**src/hw/rtl/assert_macros.svh**
```systemverilog
// Assertion macros shared by the console RTL.
// No dependencies; every user includes this header by its bare name.
`ifndef ASSERT_MACROS_SVH
`define ASSERT_MACROS_SVH

`ifndef SYNTHESIS
`define TCW_ASSERT(lbl, prop, msg) \
  lbl: assert property (@(posedge clk_i) disable iff (!rst_ni) prop) else $error(msg);
`define TCW_NEVER(lbl, expr, msg) \
  lbl: assert property (@(posedge clk_i) disable iff (!rst_ni) !(expr)) else $error(msg);
`else
`define TCW_ASSERT(lbl, prop, msg)
`define TCW_NEVER(lbl, expr, msg)
`endif

`endif

```
**src/hw/rtl/tcw_pkg.sv**
```systemverilog
// Shared types, constants and helper functions of the text console writer.
// No dependencies; imported by the controller, the datapath and the top level.
package tcw_pkg;

  localparam int COLUMNS = 80;
  localparam int ROWS    = 25;
  localparam int CELLS   = COLUMNS * ROWS;
  localparam int ADDR_W  = $clog2(CELLS);
  localparam int COL_W   = 7;
  localparam int ROW_W   = 5;
  localparam int CHAR_W  = 8;
  localparam int CELL_W  = 16;
  localparam int FUNC_W  = 2;

  localparam logic [CHAR_W-1:0] NEWLINE_CODE = 8'h0A;
  localparam logic [CHAR_W-1:0] SPACE_CODE   = 8'h20;
  localparam logic [CHAR_W-1:0] RESET_ATTR   = 8'h07;

  typedef enum logic [FUNC_W-1:0] {
    FN_PUT   = 2'd0,
    FN_HEX   = 2'd1,
    FN_CLEAR = 2'd2,
    FN_READ  = 2'd3
  } func_e;

  typedef enum logic [3:0] {
    ST_INIT,
    ST_IDLE,
    ST_PUT,
    ST_PUT_HI,
    ST_PUT_LO,
    ST_SCR_COPY,
    ST_SCR_BLANK,
    ST_CLEAR,
    ST_READ,
    ST_DONE
  } state_e;

  typedef enum logic [1:0] {
    CH_RAW,
    CH_HI,
    CH_LO
  } chsel_e;

  typedef enum logic [2:0] {
    MOP_NONE,
    MOP_INIT,
    MOP_CLEAR,
    MOP_COPY,
    MOP_READ
  } mop_e;

  typedef struct packed {
    logic   load_in;
    logic   put;
    chsel_e chsel;
    mop_e   mop;
    logic   cnt_inc;
    logic   cnt_clr;
    logic   load_out;
  } cmd_t;

  typedef struct packed {
    logic put_scroll;
    logic cnt_last;
    logic cnt_copy_end;
    logic out_free;
  } status_t;

  function automatic logic [CHAR_W-1:0] hex_ascii(input logic [3:0] nib);
    logic [CHAR_W-1:0] r;
    if (nib < 4'd10) begin
      r = 8'h30 + {4'd0, nib};
    end else begin
      r = 8'h37 + {4'd0, nib};
    end
    return r;
  endfunction

endpackage

```
**src/hw/rtl/tcw_ctrl.sv**
```systemverilog
// Controller state machine of the text console writer.
// Depends on tcw_pkg; drives the datapath through cmd_t and reads status_t.
module tcw_ctrl import tcw_pkg::*; (
  input  logic              clk_i,
  input  logic              rst_ni,
  input  logic              in_valid_i,
  output logic              in_stall_o,
  input  logic [FUNC_W-1:0] func_i,
  input  status_t           status_i,
  output cmd_t              cmd_o
);

  state_e state_q, state_d;
  logic   lo_pend_q, lo_pend_d;

  always_comb begin
    state_d = state_q;
    unique case (state_q)
      ST_INIT: begin
        if (status_i.cnt_last) state_d = ST_IDLE;
      end
      ST_IDLE: begin
        if (in_valid_i) begin
          unique case (func_e'(func_i))
            FN_PUT:   state_d = ST_PUT;
            FN_HEX:   state_d = ST_PUT_HI;
            FN_CLEAR: state_d = ST_CLEAR;
            FN_READ:  state_d = ST_READ;
            default:  state_d = ST_IDLE;
          endcase
        end
      end
      ST_PUT: begin
        state_d = status_i.put_scroll ? ST_SCR_COPY : ST_DONE;
      end
      ST_PUT_HI: begin
        state_d = status_i.put_scroll ? ST_SCR_COPY : ST_PUT_LO;
      end
      ST_PUT_LO: begin
        state_d = status_i.put_scroll ? ST_SCR_COPY : ST_DONE;
      end
      ST_SCR_COPY: begin
        if (status_i.cnt_copy_end) state_d = ST_SCR_BLANK;
      end
      ST_SCR_BLANK: begin
        if (status_i.cnt_last) state_d = lo_pend_q ? ST_PUT_LO : ST_DONE;
      end
      ST_CLEAR: begin
        if (status_i.cnt_last) state_d = ST_DONE;
      end
      ST_READ: begin
        state_d = ST_DONE;
      end
      ST_DONE: begin
        if (status_i.out_free) state_d = ST_IDLE;
      end
      default: begin
        state_d = ST_IDLE;
      end
    endcase
  end

  always_comb begin
    cmd_o          = '0;
    cmd_o.chsel    = CH_RAW;
    cmd_o.mop      = MOP_NONE;
    lo_pend_d      = lo_pend_q;
    in_stall_o     = (state_q != ST_IDLE);
    unique case (state_q)
      ST_INIT: begin
        cmd_o.mop     = MOP_INIT;
        cmd_o.cnt_inc = 1'b1;
        cmd_o.cnt_clr = status_i.cnt_last;
      end
      ST_IDLE: begin
        cmd_o.load_in = in_valid_i;
      end
      ST_PUT: begin
        cmd_o.put = 1'b1;
      end
      ST_PUT_HI: begin
        cmd_o.put   = 1'b1;
        cmd_o.chsel = CH_HI;
        lo_pend_d   = 1'b1;
      end
      ST_PUT_LO: begin
        cmd_o.put   = 1'b1;
        cmd_o.chsel = CH_LO;
        lo_pend_d   = 1'b0;
      end
      ST_SCR_COPY: begin
        cmd_o.mop     = MOP_COPY;
        cmd_o.cnt_inc = !status_i.cnt_copy_end;
      end
      ST_SCR_BLANK, ST_CLEAR: begin
        cmd_o.mop     = MOP_CLEAR;
        cmd_o.cnt_inc = 1'b1;
        cmd_o.cnt_clr = status_i.cnt_last;
      end
      ST_READ: begin
        cmd_o.mop = MOP_READ;
      end
      ST_DONE: begin
        cmd_o.load_out = status_i.out_free;
      end
      default: begin
        cmd_o.mop = MOP_NONE;
      end
    endcase
  end

  always_ff @(posedge clk_i or negedge rst_ni) begin
    if (!rst_ni) begin
      state_q   <= ST_INIT;
      lo_pend_q <= 1'b0;
    end else begin
      state_q   <= state_d;
      lo_pend_q <= lo_pend_d;
    end
  end

endmodule

```
**config.mk**
```make
export PLATFORM = sky130hd
export DESIGN_NAME = tcw_ctrl
export DESIGN_NICKNAME = d
export VERILOG_FILES = /design/src/hw/rtl/assert_macros.svh /design/src/hw/rtl/tcw_pkg.sv /design/src/hw/rtl/tcw_ctrl.sv
export SDC_FILE = /design/constraint.sdc
export NUM_CORES = 1
export LEC_CHECK = 0
export ABC_AREA = 1
export BUFFER_PORTS_ARGS = -buffer_cell sky130_fd_sc_hd__buf_2
export CAP_MARGIN = 20
export CORE_AREA = 4 4 41 43
export CTS_CLUSTER_DIAMETER = 60
export DETAILED_ROUTE_END_ITERATION = 10
export DIE_AREA = 0 0 45 47
export PLACE_DENSITY = 0.67
export SLEW_MARGIN = 15
export SYNTH_ARGS = -nofsm -noshare
export SYNTH_HDL_FRONTEND = slang
export SYNTH_SLANG_ARGS = --single-unit
```
**constraint.sdc**
```tcl
create_clock -name clk_i -period 1.7 [get_ports clk_i]
set_input_delay 0.17 -clock clk_i [delete_from_list [all_inputs] [get_ports clk_i]]
set_output_delay 0.17 -clock clk_i [all_outputs]
set_load 0.02 [all_outputs]
```
==> flow_summary.json <==
{
  "drtIter0Drc": 20,
  "grt_pass1_wl_um": 2340,
  "ys_seq_area_share_pct": 23.8,
  "critical_path_arrival_ns": 1.41,
  "cp_max_fo": 6,
  "cts_setup_buffers": 0,
  "dr_total_vias": 635,
  "cts_max_path_buffers": 2,
  "track_usage_pct": 15.0,
  "fin_crit_ns": 1.58,
  "status": "complete, no violations",
  "syn_area_um2": 527,
  "reg2reg_slack_ns": 0.34,
  "drive_gt1_share_pct": 28.4,
  "htree_num_levels": 1,
  "fp.dieArea_um2": 2120,
  "period_share_pct": 92.7,
  "power-per-cell-area_nw_per_um2": 1860,
  "grt_pass1_vias": 562,
  "synth_fa_ha_area_share_pct": 7.13,
  "fillerInstances": 136,
  "rsz0062_at_grt": "no",
  "max_slew_margin_pct": 78.4,
  "synth_top_family_by_area": "simple AND/OR/NAND/NOR gates",
  "antenna_found_initial": 0,
  "cts.sinks": 5,
  "dpl.hpwl_um": 1150,
  "setup_viol": 0,
  "total_power_w": 0.00127,
  "synth.area.top_cells": "nand2_1, dfrtp_1, inv_1, nor2_1, ha_1",
  "overflow": 0,
  "layout.nets": 129,
  "core_area_um2": 1300,
  "slowest_stage": "dfrtp_1",
  "die_h_um": 47,
  "yosysTopAreaCell": "nand2_1",
  "clockRootBuffer": "clkbuf_4",
  "io_buffer_count": 19,
  "synthSimpleGateAreaFrac_pct": 56.5,
  "fin_tns_setup_ns": 0,
  "synth_warnings": 0,
  "grt_max_degree": 8,
  "wire_per_inst_um": 10.6,
  "wl_um": 1380,
  "synth-seq-cells": 5,
  "synth.area.mux_share_pct": 0,
  "cpPeakStageDelay_ns": 0.46,
  "path_cells": "inv_1, nor2_2, nand3b_1, nand2_1, buf_2",
  "path_class": "flop to output pin",
  "cts_tree": "yes",
  "p_leak_nw": 0.473,
  "fin_skew_ns": 0.00824,
  "die_x_um": 45,
  "routed_via_density": 4.85,
  "antennaDiodeCount": 0,
  "drt_first_pass_iters": 5,
  "synth_compound_area_share_pct": 1.90,
  "antenna_left": 0,
  "path_clk_slew_ns": 0.05,
  "hold_path_class": "input pin to flop",
  "worstSetupEndpointType": "output pin",
  "synth_nets": 104,
  "top_level_ports": 20,
  "syn_area_per_cell_um2": 5.73,
  "drcViolationCount": 0,
  "clock_latency_ns": 0.25,
  "max_slew.worst_pin.slew_ns": 0.323,
  "area_growth_pct": 29.9,
  "cts_buffers": 3,
  "synth_cells": 92,
  "synth_top_area_share_pct": 26.4,
  "start_util_pct": 40.5,
  "start_kind": "flop",
  "required_ns": 1.53,
  "rows": 13,
  "max_cap_violations": 0,
  "vdd_drop_max_v": 0.000755,
  "fmax_mhz": 634,
  "ys_types": 14,
  "gp_congestion": 0.865,
  "synth_xor_area_share_pct": 0,
  "drv_slew": 0,
  "finalHoldViolCount": 0
}
==> where the power goes <==
part	total [W]	internal (W)	leakage (nW)	switching [W]
Combinational	0.000870	0.000279	0.396	0.000590
Sequential	0.000262	0.000174	0.0626	0.0000875
Clock	0.000138	0.0000888	0.0150	0.0000496
==> per-stage QoR <==
step / hold WS (ns) / setup WS [ns] / util, % / cell area (µm²) / cells
floorplan: -0.126 / 0.328 / - / 527 / 92
global placement: -0.0109 / 0.272 / 49.2 / 641 / 126
detailed placement: -0.0124 / 0.290 / 49.2 / 641 / 126
CTS: 0.241 / 0.0126 / 52.0 / 677 / 131
global route: 0.268 / 0.0153 / 52.6 / 684 / 131
finish: 0.250 / 0.124 / 52.6 / 684 / 131
==> cell usage after synthesis, drive strengths merged <==
master and count:
o21ai 2, dfrtp 5, ha 3, nor4 1, inv 15, nand2 42
nand3b 1, nand4 2, nor2 15, nand3 6
==> layout make-up <==
type,count,area (µm²),share of cell area (%)
Inverter,15,56.3,8.23
Tap cell,15,18.8,2.74
Sequential cell,5,125,18.3
Multi-Input combinational cell,72,353,51.6
Timing Repair Buffer,20,105,15.4
Clock buffer,4,26.3,3.84
==> logic make-up (layout without fill, tap and decap cells) <==
group	Yosys count	after routing
buf+inv	15	39
simple gates	67	67
fa+ha+maj	3	3
compound gates	2	2
flops	5	5
==> worst max-delay path, delay by kind of cell, from the launching register on <==
kind / cells / cell delay, ns
flops: 1 / 0.46
buf+inv: 2 / 0.26
simple gates: 3 / 0.45
==> flip-flops by register name, summed over array words and instances (netlist names) <==
| signal | count |
|---|---|
| state_q | 4 |
| lo_pend_q | 1 |
==> what timing repair did <==
item	CTS	global route
resized for setup	0	2
endpoints found under the setup margin	0	2
hold buffers	1	0
endpoints found under the hold margin	5	0
==> cell usage in the layout (no fill, tap or decap), types with 3 or more instances in the layout <==
cell type  count
buf_2         19
clkbuf_4       3
dfrtp_1        5
ha_1           3
inv_1         14
nand2_1       37
nand2_2        5
nand3_1        6
nor2_1        10
nor2_2         3
==> path summary, 6_finish.rpt <==
kind | startpoint | to | depth (start not counted)
max in group asynchronous | rst_ni | lo_pend_q | 2
hold / removal | status_i[3] | state_q[2] | 5
hold reg to reg | lo_pend_q | lo_pend_q | 2
min in group asynchronous | rst_ni | state_q[1] | 2
setup / recovery | state_q[0] | cmd_o[2] | 5
setup reg to reg | state_q[1] | state_q[0] | 8
==> per-layer routing <==
metal / track usage, % / up-vias / routed length, µm
met5: 0 / - / 0
met4: 2.92 / 0 / 0
met2: 24.0 / 26 / 633
met3: 6.51 / 0 / 127
li1: - / 331 / -
met1: 18.9 / 278 / 622
No activity file was read; power rests on OpenSTA's default activity.
